<file path="config.mk">
export PLATFORM = sky130hd
export DESIGN_NAME = window_peak_count_max_core
export DESIGN_NICKNAME = d
export VERILOG_FILES = /design/src/hw/rtl/wpcm_pkg.sv /design/src/hw/rtl/window_peak_count_max_core.sv
export SDC_FILE = /design/constraint.sdc
export NUM_CORES = 2
export LEC_CHECK = 0
export BUFFER_PORTS_ARGS = -buffer_cell sky130_fd_sc_hd__buf_2
export CELL_PAD_IN_SITES_DETAIL_PLACEMENT = 1
export CELL_PAD_IN_SITES_GLOBAL_PLACEMENT = 1
export CORE_AREA = 2 2 347 349
export CTS_BUF_LIST = sky130_fd_sc_hd__clkbuf_4 sky130_fd_sc_hd__clkbuf_8
export DETAILED_ROUTE_END_ITERATION = 10
export DIE_AREA = 0 0 349 351
export PLACE_DENSITY_LB_ADDON = 0.1
export SETUP_SLACK_MARGIN = 0.1
export SYNTH_ARGS = -nofsm -noshare
export SYNTH_HDL_FRONTEND = slang
export SYNTH_SLANG_ARGS = --single-unit
</file>
<file path="constraint.sdc">
create_clock -name clk -period 31.2 [get_ports clk]
set_input_delay 1.56 -clock clk [delete_from_list [all_inputs] [get_ports clk]]
set_output_delay 1.56 -clock clk [all_outputs]
set_load 0.01 [all_outputs]
</file>
<file path="src/hw/rtl/wpcm_pkg.sv">
// types and constants for the window peak count block
`timescale 1ns / 1ps
`default_nettype none

package wpcm_pkg;

  localparam int PARTS_W    = 11;
  localparam int CFG_LEN_W  = 11;
  localparam int CFG_DATA_W = 32;
  localparam int CFG_ADDR_W = 3;
  localparam int LEN_MIN    = 3;

  localparam logic REG_WINDOW_LEN = 1'b0;

  // per-request control carried from the flag stage to the accumulate stage
  typedef struct packed {
    logic valid;
    logic flag;
    logic sub;
    logic upd;
    logic last;
  } stage_ctl_t;

endpackage

`default_nettype wire

</file>
<file path="src/hw/rtl/window_peak_count_max_core.sv">
// window peak counter top level: flag ring memory, running sum and best tracker
//
// Input channel in_valid/in_ready carries one sample per request, in_last_sample
// marks the end of a sequence. One request is accepted per cycle when the
// output side is not stalled. The result channel out_valid/out_ready carries one
// request per sequence, produced from the request with in_last_sample set.
// The flag stage writes the flag ring and reads it into rd_r; the accumulate stage
// then updates the running sum and best and loads the output register with the
// result. Throughput is one sample per cycle while in_ready is high, set by the
// single read and single write port of the flag ring, read on every sample.
// A held result does not block input: samples keep flowing until a second
// last sample reaches the accumulate stage while the output register is still
// full, and only then in_ready drops until out_ready is seen.
// The window length is written through the APB port at byte address 0; a
// write clamps the value to 3..WINDOW_MAX and restarts the current sequence.
// Synchronous reset (rst_n low) sets the window length to 3 and clears all
// sequence state; the ring memory needs no clearing pass because only entries
// written in the current sequence are ever read.
`timescale 1ns / 1ps
`default_nettype none

module window_peak_count_max_core
  import wpcm_pkg::*;
#(
  parameter int WINDOW_MAX  = 1024,
  parameter int SAMPLE_BITS = 30,
  parameter int INDEX_BITS  = 20
) (
  input  wire                    clk,
  input  wire                    rst_n,
  input  wire                    in_valid,
  output logic                   in_ready,
  input  wire  [SAMPLE_BITS-1:0] in_sample,
  input  wire                    in_last_sample,
  output logic                   out_valid,
  input  wire                    out_ready,
  output logic [PARTS_W-1:0]     out_best_parts,
  output logic [INDEX_BITS-1:0]  out_best_start,
  output logic                   out_no_window,
  input  wire                    psel,
  input  wire                    penable,
  input  wire                    pwrite,
  input  wire  [CFG_ADDR_W-1:0]  paddr,
  input  wire  [CFG_DATA_W-1:0]  pwdata,
  output logic [CFG_DATA_W-1:0]  prdata,
  output logic                   pready
);

  localparam int LEN_BITS = $clog2(WINDOW_MAX + 1);
  localparam int ADDR_W   = $clog2(WINDOW_MAX);
  localparam int CMP_W    = ((INDEX_BITS > LEN_BITS) ? INDEX_BITS : LEN_BITS) + 1;
  localparam logic [ADDR_W:0] RING_DEPTH = (ADDR_W + 1)'(WINDOW_MAX);
  localparam logic [ADDR_W-1:0] WPTR_LAST = ADDR_W'(WINDOW_MAX - 1);
  localparam logic [INDEX_BITS-1:0] IDX_MAX = {INDEX_BITS{1'b1}};

  // configuration
  logic [LEN_BITS-1:0] win_len_r, win_len_nxt;
  logic                cfg_wr;
  logic [CFG_DATA_W-1:0] cfg_val;

  // flag stage state
  logic [SAMPLE_BITS-1:0] prev_r, prev_nxt;
  logic [SAMPLE_BITS-1:0] prev2_r, prev2_nxt;
  logic [INDEX_BITS-1:0]  idx_r, idx_nxt;
  logic [ADDR_W-1:0]      wptr_r, wptr_nxt;

  // accumulate stage state
  stage_ctl_t             s1_r, s1_nxt;
  logic [INDEX_BITS-1:0]  s1_start_r, s1_start_nxt;
  logic [LEN_BITS-1:0]    cnt_r, cnt_nxt;
  logic [LEN_BITS-1:0]    best_r, best_nxt;
  logic [INDEX_BITS-1:0]  best_pos_r, best_pos_nxt;
  logic                   have_r, have_nxt;

  // output register
  logic                   out_valid_r, out_valid_nxt;
  logic [PARTS_W-1:0]     parts_r, parts_nxt;
  logic [INDEX_BITS-1:0]  start_r, start_nxt;
  logic                   nowin_r, nowin_nxt;

  // flag ring
  logic                   ring_mem [WINDOW_MAX];
  logic                   rd_r;

  logic                   accept;
  logic                   s1_go;
  logic [INDEX_BITS-1:0]  e_idx;
  logic [CMP_W-1:0]       e_ext, k_ext, start_ext;
  logic                   e_ge2, e_ge3, e_gek;
  logic                   peak;
  logic [ADDR_W:0]        newest_ext, back_ext, slot_ext;
  logic [ADDR_W-1:0]      slot;
  logic [LEN_BITS-1:0]    cnt_sum;
  logic                   take_best;
  logic [LEN_BITS-1:0]    best_fin;
  logic [INDEX_BITS-1:0]  best_pos_fin;
  logic                   have_fin;
  logic [LEN_BITS:0]      parts_sum;

  // apb port
  assign pready = 1'b1;
  assign prdata = CFG_DATA_W'(win_len_r);
  assign cfg_wr = psel && penable && pwrite && (paddr[2] == REG_WINDOW_LEN);

  always_comb begin
    cfg_val = {{(CFG_DATA_W - CFG_LEN_W){1'b0}}, pwdata[CFG_LEN_W-1:0]};
    if (cfg_val < CFG_DATA_W'(LEN_MIN)) begin
      cfg_val = CFG_DATA_W'(LEN_MIN);
    end
    if (cfg_val > CFG_DATA_W'(WINDOW_MAX)) begin
      cfg_val = CFG_DATA_W'(WINDOW_MAX);
    end
    win_len_nxt = cfg_wr ? LEN_BITS'(cfg_val) : win_len_r;
  end

  // handshake
  assign s1_go    = s1_r.valid && !(s1_r.last && out_valid_r && !out_ready);
  assign in_ready = !(s1_r.valid && !s1_go);
  assign accept   = in_valid && in_ready;

  // flag stage
  always_comb begin
    e_idx = (idx_r != IDX_MAX) ? idx_r + 1'b1 : idx_r;
    e_ext = CMP_W'(e_idx);
    k_ext = CMP_W'(win_len_r);
    e_ge2 = e_ext >= CMP_W'(2);
    e_ge3 = e_ext >= CMP_W'(3);
    e_gek = e_ext >= k_ext;
    start_ext = e_ext - k_ext + CMP_W'(1);
    peak  = e_ge3 && (prev_r > prev2_r) && (prev_r > in_sample);

    newest_ext = {1'b0, wptr_r};
    back_ext   = (ADDR_W + 1)'(win_len_r - LEN_BITS'(2));
    if (newest_ext >= back_ext) begin
      slot_ext = newest_ext - back_ext;
    end else begin
      slot_ext = newest_ext + RING_DEPTH - back_ext;
    end
    slot = slot_ext[ADDR_W-1:0];

    prev_nxt  = prev_r;
    prev2_nxt = prev2_r;
    idx_nxt   = idx_r;
    wptr_nxt  = wptr_r;
    s1_start_nxt = s1_start_r;
    if (accept) begin
      s1_start_nxt = start_ext[INDEX_BITS-1:0];
      if (in_last_sample) begin
        prev_nxt  = '0;
        prev2_nxt = '0;
        idx_nxt   = '0;
        wptr_nxt  = '0;
      end else begin
        prev_nxt  = in_sample;
        prev2_nxt = prev_r;
        idx_nxt   = e_idx;
        if (e_ge2) begin
          wptr_nxt = (wptr_r == WPTR_LAST) ? '0 : wptr_r + 1'b1;
        end
      end
    end
    if (cfg_wr) begin
      prev_nxt  = '0;
      prev2_nxt = '0;
      idx_nxt   = '0;
      wptr_nxt  = '0;
    end
  end

  always_comb begin
    s1_nxt = s1_r;
    if (accept) begin
      s1_nxt.valid = 1'b1;
      s1_nxt.flag  = peak;
      s1_nxt.sub   = e_gek && e_ge2;
      s1_nxt.upd   = e_gek;
      s1_nxt.last  = in_last_sample;
    end else if (s1_go) begin
      s1_nxt.valid = 1'b0;
    end
  end

  // flag ring memory
  always_ff @(posedge clk) begin
    if (accept && e_ge2) begin
      ring_mem[wptr_r] <= peak;
    end
    if (accept) begin
      rd_r <= ring_mem[slot];
    end
  end

  // accumulate stage
  always_comb begin
    cnt_sum = cnt_r + LEN_BITS'(s1_r.flag) - ((s1_r.sub) ? LEN_BITS'(rd_r) : '0);
    take_best = s1_r.upd && (!have_r || (cnt_sum > best_r));
    best_fin     = take_best ? cnt_sum : best_r;
    best_pos_fin = take_best ? s1_start_r : best_pos_r;
    have_fin     = have_r || take_best;
    parts_sum    = {1'b0, best_fin} + 1'b1;

    cnt_nxt      = cnt_r;
    best_nxt     = best_r;
    best_pos_nxt = best_pos_r;
    have_nxt     = have_r;
    parts_nxt    = parts_r;
    start_nxt    = start_r;
    nowin_nxt    = nowin_r;
    out_valid_nxt = out_valid_r && !out_ready;

    if (s1_go) begin
      if (s1_r.last) begin
        cnt_nxt      = '0;
        best_nxt     = '0;
        best_pos_nxt = '0;
        have_nxt     = 1'b0;
        out_valid_nxt = 1'b1;
        parts_nxt    = have_fin ? PARTS_W'(parts_sum) : '0;
        start_nxt    = have_fin ? best_pos_fin : '0;
        nowin_nxt    = !have_fin;
      end else begin
        cnt_nxt      = cnt_sum;
        best_nxt     = best_fin;
        best_pos_nxt = best_pos_fin;
        have_nxt     = have_fin;
      end
    end
    if (cfg_wr) begin
      cnt_nxt      = '0;
      best_nxt     = '0;
      best_pos_nxt = '0;
      have_nxt     = 1'b0;
    end
  end

  // control registers
  always_ff @(posedge clk) begin
    if (!rst_n) begin
      win_len_r   <= LEN_BITS'(LEN_MIN);
      prev_r      <= '0;
      prev2_r     <= '0;
      idx_r       <= '0;
      wptr_r      <= '0;
      s1_r        <= '0;
      cnt_r       <= '0;
      best_r      <= '0;
      best_pos_r  <= '0;
      have_r      <= 1'b0;
      out_valid_r <= 1'b0;
    end else begin
      win_len_r   <= win_len_nxt;
      prev_r      <= prev_nxt;
      prev2_r     <= prev2_nxt;
      idx_r       <= idx_nxt;
      wptr_r      <= wptr_nxt;
      s1_r        <= s1_nxt;
      cnt_r       <= cnt_nxt;
      best_r      <= best_nxt;
      best_pos_r  <= best_pos_nxt;
      have_r      <= have_nxt;
      out_valid_r <= out_valid_nxt;
    end
  end

  // payload registers
  always_ff @(posedge clk) begin
    s1_start_r <= s1_start_nxt;
    parts_r    <= parts_nxt;
    start_r    <= start_nxt;
    nowin_r    <= nowin_nxt;
  end

  assign out_valid      = out_valid_r;
  assign out_best_parts = parts_r;
  assign out_best_start = start_r;
  assign out_no_window  = nowin_r;

endmodule

`default_nettype wire
</file>
* Yosys cells after proc, flatten, opt, wreduce, memory -nomap -nowiden
Memory sizes are Yosys's and may differ from the RTL's. A register that Yosys moved wholly into a read port is not among the register bits. Index checks and enable logic that the tools add are counted.
Storage, ports and cells: register bits 202, bits in writable memories 1024, bits of input ports 73, output and inout bits 67, word-level logic and storage cells 94, memories 1
Operators by class: $add $sub $neg 11, order comparisons 9, eq/ne operators 2, multiplexer cells 23, bitwise operators 2, reductions and logical operators 27
Memory list:
- ring_mem | words 1024, bits a word 1, read ports 1, clocked after memory_dff 1, wr ports 1, RTL line window_peak_count_max_core.sv:82 | logic ring_mem [WINDOW_MAX];
Operator list (count):
- 2-to-1 mux 20 bit | 4
- > comparator 30 bit | 2
- 2-to-1 mux 30 bit | 2
- 2-to-1 mux 11 bit | 5
- adder 20 x 1 -> 20 bit (second input constant) | 2
- >= comparator 20 x 2 -> 1 bit (second input constant) | 2
- 2-to-1 mux 10 bit | 4
- > comparator 32 x 11 -> 1 bit (second input constant) | 1
- adder 10 x 1 -> 10 bit (second input constant) | 2
- >= comparator 20 x 11 -> 1 bit | 1
- inequality test 20 bit (second input constant) | 1
- subtractor 10 bit | 2
- subtractor 20 x 11 -> 20 bit | 1
- logical AND 1 bit | 14
- adder 11 x 1 -> 11 bit | 1
- adder 11 x 1 -> 11 bit (second input constant) | 1
- >= comparator 10 x 11 -> 1 bit | 1
- > comparator 11 bit | 1
- < comparator 11 x 2 -> 1 bit (second input constant) | 1
- subtractor 11 x 1 -> 11 bit | 1
- subtractor 11 x 2 -> 11 bit (second input constant) | 1
- == test 10 bit (second input constant) | 1
- 2-to-1 mux 1 bit | 8
- zero test 1 bit | 6
- other kinds (5) | 9

* Longest topological paths before layout
depth after elaboration 11, depth in mapped cells 25, gate-level depth less buffers 23

* Least setup slack after synthesis
OpenSTA, ideal clock, no wires.
kind input-to-reg, from in in_sample[3], to mem ring_mem[0] (data pin), library setup time 4951 ps, data arrival time 26431 ps, required time 26249 ps, path slack -182 ps, stages on the path 11, buffers on the path 0, cell sequence inv_1 ha_1 a21o_1 a21o_1 a211oi_1 o21ai_0 a221oi_1 nor4_1 nor2_1 or3_1 nor2_1
On the way: longest elaborated chain between the ends 2
Ends and longest elaborated chain:
- from (decl) | RTL line window_peak_count_max_core.sv:33 | input wire [SAMPLE_BITS-1:0] in_sample,
- > comparator 30 bit | RTL line window_peak_count_max_core.sv:130 | peak = e_ge3 && (prev_r > prev2_r) && (prev_r > in_sample);
- logical AND 1 bit | RTL line window_peak_count_max_core.sv:130
- net peak | RTL line window_peak_count_max_core.sv:90 | logic peak;
- to (decl) | RTL line window_peak_count_max_core.sv:82
The timed path passes the listed nets, and every way through them passes these cells.

* Worst setup path in the final report
from reg idx_r[0], to mem ring_mem[472] (data pin)
On the way: longest elaborated chain between the ends 5, elaborated cells between the ends (all ways) 6, those cells by class 1 x add/sub; 1 x order compare; 1 x eq/ne; 1 x mux; 2 x reduce/logical
Ends and longest elaborated chain:
- from (decl) | RTL line window_peak_count_max_core.sv:64 | logic [INDEX_BITS-1:0] idx_r, idx_nxt;
- from (signal assigned) | RTL line window_peak_count_max_core.sv:254 | idx_r <= idx_nxt;
- adder 20 x 1 -> 20 bit or inequality test 20 bit (tied branches) | RTL line window_peak_count_max_core.sv:123 | e_idx = (idx_r != IDX_MAX) ? idx_r + 1'b1 : idx_r;
- 2-to-1 mux 20 bit (*) | RTL line window_peak_count_max_core.sv:123
- >= comparator 20 x 2 -> 1 bit (*) | RTL line window_peak_count_max_core.sv:127 | e_ge3 = e_ext >= CMP_W'(3);
- logical AND 1 bit (*) (2 in a row) | RTL line window_peak_count_max_core.sv:130
- net peak | RTL line window_peak_count_max_core.sv:90
The timed path passes the listed nets; every way through them passes the cells marked *.

==> results.sh <==
export IMPL_start_util_pct=48.4
export IMPL_ys_ff_latch=1227
export IMPL_status="finished, final reports clean"
export IMPL_finalCritPeriodShare_pct=23.4
export IMPL_relSlewSlack_pct=13.2
export IMPL_cts_root_buf="clkbuf_8"
export IMPL_clk_latency_ps=950
export IMPL_die_height_um=351
export IMPL_postCtsSetupRepairBufs=0
export IMPL_grt_use_total_pct=24.8
export IMPL_dr_first_iter_drc_count=2911
export IMPL_ys_seq_area_share_pct=61.3
export IMPL_min_path_type="flop to flop"
export IMPL_clkPwrFrac_pct=41.3
export IMPL_yosys_warnings=0
export IMPL_drc=0
export IMPL_design_area_um2=63200
export IMPL_clockBufferDepth=3
export IMPL_htreeDepth=4
export IMPL_grt_pass1_wl_um=230000
export IMPL_antenna_left=0
export IMPL_max_freq_mhz=137
export IMPL_fill_cells=12100
export IMPL_postCtsHoldBufs=0
export IMPL_async_flop_share_pct=0
export IMPL_coreArea_um2=119000
export IMPL_crit_top_cell="nand2_1"
export IMPL_placed_cells=6025
export IMPL_hpwl_um=91800
export IMPL_cp_cell_sequence="ha_1 -> nand2_1 -> nor2_1 -> nand4_2 -> nand2_1 -> nor2_1 -> xor2_1 -> inv_1 -> ha_1 -> nand2_1 -> nand2_1 -> nand2_1 -> nand2_1 -> nand2_1 -> o21ai_0 -> or3_1 -> nor2_4 -> buf_4 -> buf_4 -> buf_4"
export IMPL_synthDistinctLibCells=73
export IMPL_swShare_pct=23.8
export IMPL_skew_ps=37.1
export IMPL_power_w=0.00347
export IMPL_grt_pass1_vias=38600
export IMPL_fin_crit_ps=7310
export IMPL_cts_made_buffers=206
export IMPL_fin_nets=4901
export IMPL_endpoint_kind="flop"
export IMPL_syn_area_per_cell_um2=12.5
export IMPL_maxCapViolCount=0
export IMPL_wire_per_inst_um=23.4
export IMPL_vias_per_cell=5.70
export IMPL_grt_max_degree=181
export IMPL_cts_clk_slew_worst_paths_ps=60
export IMPL_vias=36500
export IMPL_powerDensity_nw_per_um2=55.0
export IMPL_grt_antenna_before_repair=3
export IMPL_synth_edf_count=1077
export IMPL_final_cell_count_no_fill=6403
export IMPL_crit_arrival_ps=7850
export IMPL_power_frac_seq_pct=51.2
export IMPL_maxSlewViolCount=0
export IMPL_io_buffers=94
export IMPL_syn_area_um2=57700
export IMPL_leakagePower_nw=21.7
export IMPL_synth_area_leaders="edfxtp_1, mux4_2, nor2_1"
export IMPL_criticalPathCategory="flop to flop"
export IMPL_cts_resized=0
export IMPL_vdd_ir_drop_max_uv=45.7
export IMPL_clock_sinks=1227
export IMPL_synthFlopType="edfxtp_1"
export IMPL_synth_top_cell_by_area="edfxtp_1"
export IMPL_cts_tree="built"
export IMPL_hold_violations=0
export IMPL_finalWirelength_um=150000
export IMPL_netlist_instances=4608
export IMPL_comb_power_share_pct=7.5
export IMPL_drive_gt1_share_pct=17.7
export IMPL_gp_congestion=0.818
export IMPL_synth_top_area_share_pct=56.1
export IMPL_final_setup_viol_count=0
export IMPL_placed_cell_area_um2=59200
export IMPL_fp_dieW_um=349
export IMPL_slowest_delay_ps=960
export IMPL_dieArea_um2=122000
export IMPL_worstPathMaxFanout=130
export IMPL_area_growth_syn_to_layout_pct=9.65
export IMPL_grt_setup_unrepaired="false"
export IMPL_crit_required_ps=31740
export IMPL_worst_path_max_delay_cell="buf_4"
export IMPL_worst_pin_slew_ps=1300
export IMPL_core_rowCount=127
export IMPL_ios=140
export IMPL_grt_ovfl_total=0
export IMPL_whs_ps=489
export IMPL_start_kind="flop"
export IMPL_first_pass_iters=5
export IMPL_p_int_w=0.00265
export IMPL_switchingPower_w=0.000829
export IMPL_fin_tns_setup_ps=0
-- metrics by stage --
| stage | util [%] | setup slack [ps] |
|---|---|---|
| floorplan | - | 10880 |
| global placement | 49.7 | 23920 |
| detailed placement | 49.7 | 23800 |
| CTS | 53.1 | 23800 |
| global route | 53.1 | 23070 |
| finish | 53.1 | 23890 |
-- cells in the final DEF (no fill, tap or decap), types with 30 or more instances in the layout --
| cell type | count |
|---|---|
| inv_1 | 128 |
| clkinv_1 | 51 |
| nor3_1 | 47 |
| clkbuf_8 | 210 |
| ha_1 | 135 |
| buf_2 | 94 |
| dfxtp_1 | 150 |
| nand2_1 | 475 |
| buf_4 | 72 |
| a21oi_1 | 149 |
| edfxtp_1 | 1077 |
| a22oi_1 | 51 |
| nor2_1 | 1255 |
| nand3_1 | 62 |
| xnor2_1 | 38 |
| a21o_1 | 30 |
| mux4_2 | 304 |
| a31oi_1 | 36 |
| clkbuf_4 | 79 |
| o21ai_0 | 57 |
-- layout make-up --
type | count | area, um^2 | share of cell area [%]
Clock buffer | 289 | 3480 | 5.51
Timing Repair Buffer | 170 | 1090 | 1.73
Inverter | 130 | 488 | 0.772
Antenna cell | 1 | 2.50 | 0.00396
Clock inverter | 88 | 572 | 0.905
Multi-Input combinational cell | 2950 | 20300 | 32.1
Tap cell | 1548 | 1940 | 3.06
Sequential cell | 1227 | 35300 | 55.9
-- metal layers --
metal	up-vias	share of wire [%]	GRT usage, %
met5	-	0	0
met4	0	3.3	9.26
met3	270	5.0	4.44
met2	822	49	41.8
met1	18700	42	32.3
li1	16700	-	-
-- state kept, by name, summed over array words and instances (netlist names) --
signal and count:
out_valid 1, best_r 11, out_best_parts 11, idx_r 20
best_pos_r 20, cnt_r 11, s1_start_r 20, prev2_r 30
wptr_r 10, out_no_window 1, rd_r 1, ring_mem 1024
s1_r 5, prev_r 30, have_r 1, win_len_r 11
out_best_start 20
-- cell usage after synthesis (all sizes together), types with 4 or more instances --
| master | n |
|---|---|
| and2 | 8 |
| a211oi | 10 |
| nand4 | 23 |
| clkbuf | 138 |
| edfxtp | 1077 |
| fa | 7 |
| mux4 | 304 |
| inv | 129 |
| o21bai | 5 |
| mux2 | 4 |
| nor3b | 5 |
| a22oi | 51 |
| nor3 | 49 |
| nand3 | 63 |
| buf | 183 |
| nor2b | 14 |
| nand2 | 478 |
| o31a | 4 |
| a21oi | 152 |
| ha | 136 |
| a221oi | 4 |
| o31ai | 11 |
| nor2 | 1279 |
| or3 | 6 |
| dfxtp | 150 |
| xor2 | 26 |
| o211ai | 18 |
| a31oi | 36 |
| o21a | 11 |
| a21o | 30 |
| o21ai | 58 |
| xnor2 | 39 |
| and3 | 17 |
| mux2i | 22 |
| nand2b | 16 |
| nand3b | 4 |
| nor4 | 5 |
-- critical path, delay by kind of cell, from the launching register on --
family,cells,cell delay (ps)
xor+xnor,1,240
flops,1,420
simple gates,12,3100
buf+inv,4,2360
compound gates,1,120
fa+ha+maj,2,530
-- power by group through the flow --
stage          sequential (W)  combinational (W)  clock, W
6_report              0.00178           0.000259   0.00144
5_1_grt               0.00178           0.000280   0.00155
4_1_cts               0.00178           0.000263   0.00148
3_5_place_dp          0.00181           0.000263         0
3_3_place_gp          0.00181           0.000261         0
2_1_floorplan         0.00181           0.000182         0
-- cells by family (layout without fill, tap and decap cells) --
group	Yosys count	after routing	share of synthesized area, %
AND/OR/NAND/NOR	1981	1981	13.7
flip-flops	1227	1227	61.3
multiplexers	330	330	12.3
buffers and inverters	451	677	3.95
AO/OA/AOI/OAI	409	409	4.49
other	2	23	0.0130
XOR/XNOR	65	65	0.987
adder cells (fa/ha/maj)	143	143	3.19
-- path summary, 6_finish.rpt --
| path | startpoint | endpoint | slack, ps | depth (start not counted) |
|---|---|---|---|---|
| max | idx_r[0] | ring_mem[472] | 23890 | 20 |
| min | best_pos_r[15] | best_pos_r[15] | 490 | 2 |
| max reg2reg | idx_r[0] | ring_mem[472] | 23890 | 20 |
| min reg2reg | best_pos_r[15] | best_pos_r[15] | 490 | 2 |
Note: power is estimated with default switching activity, not from simulation.
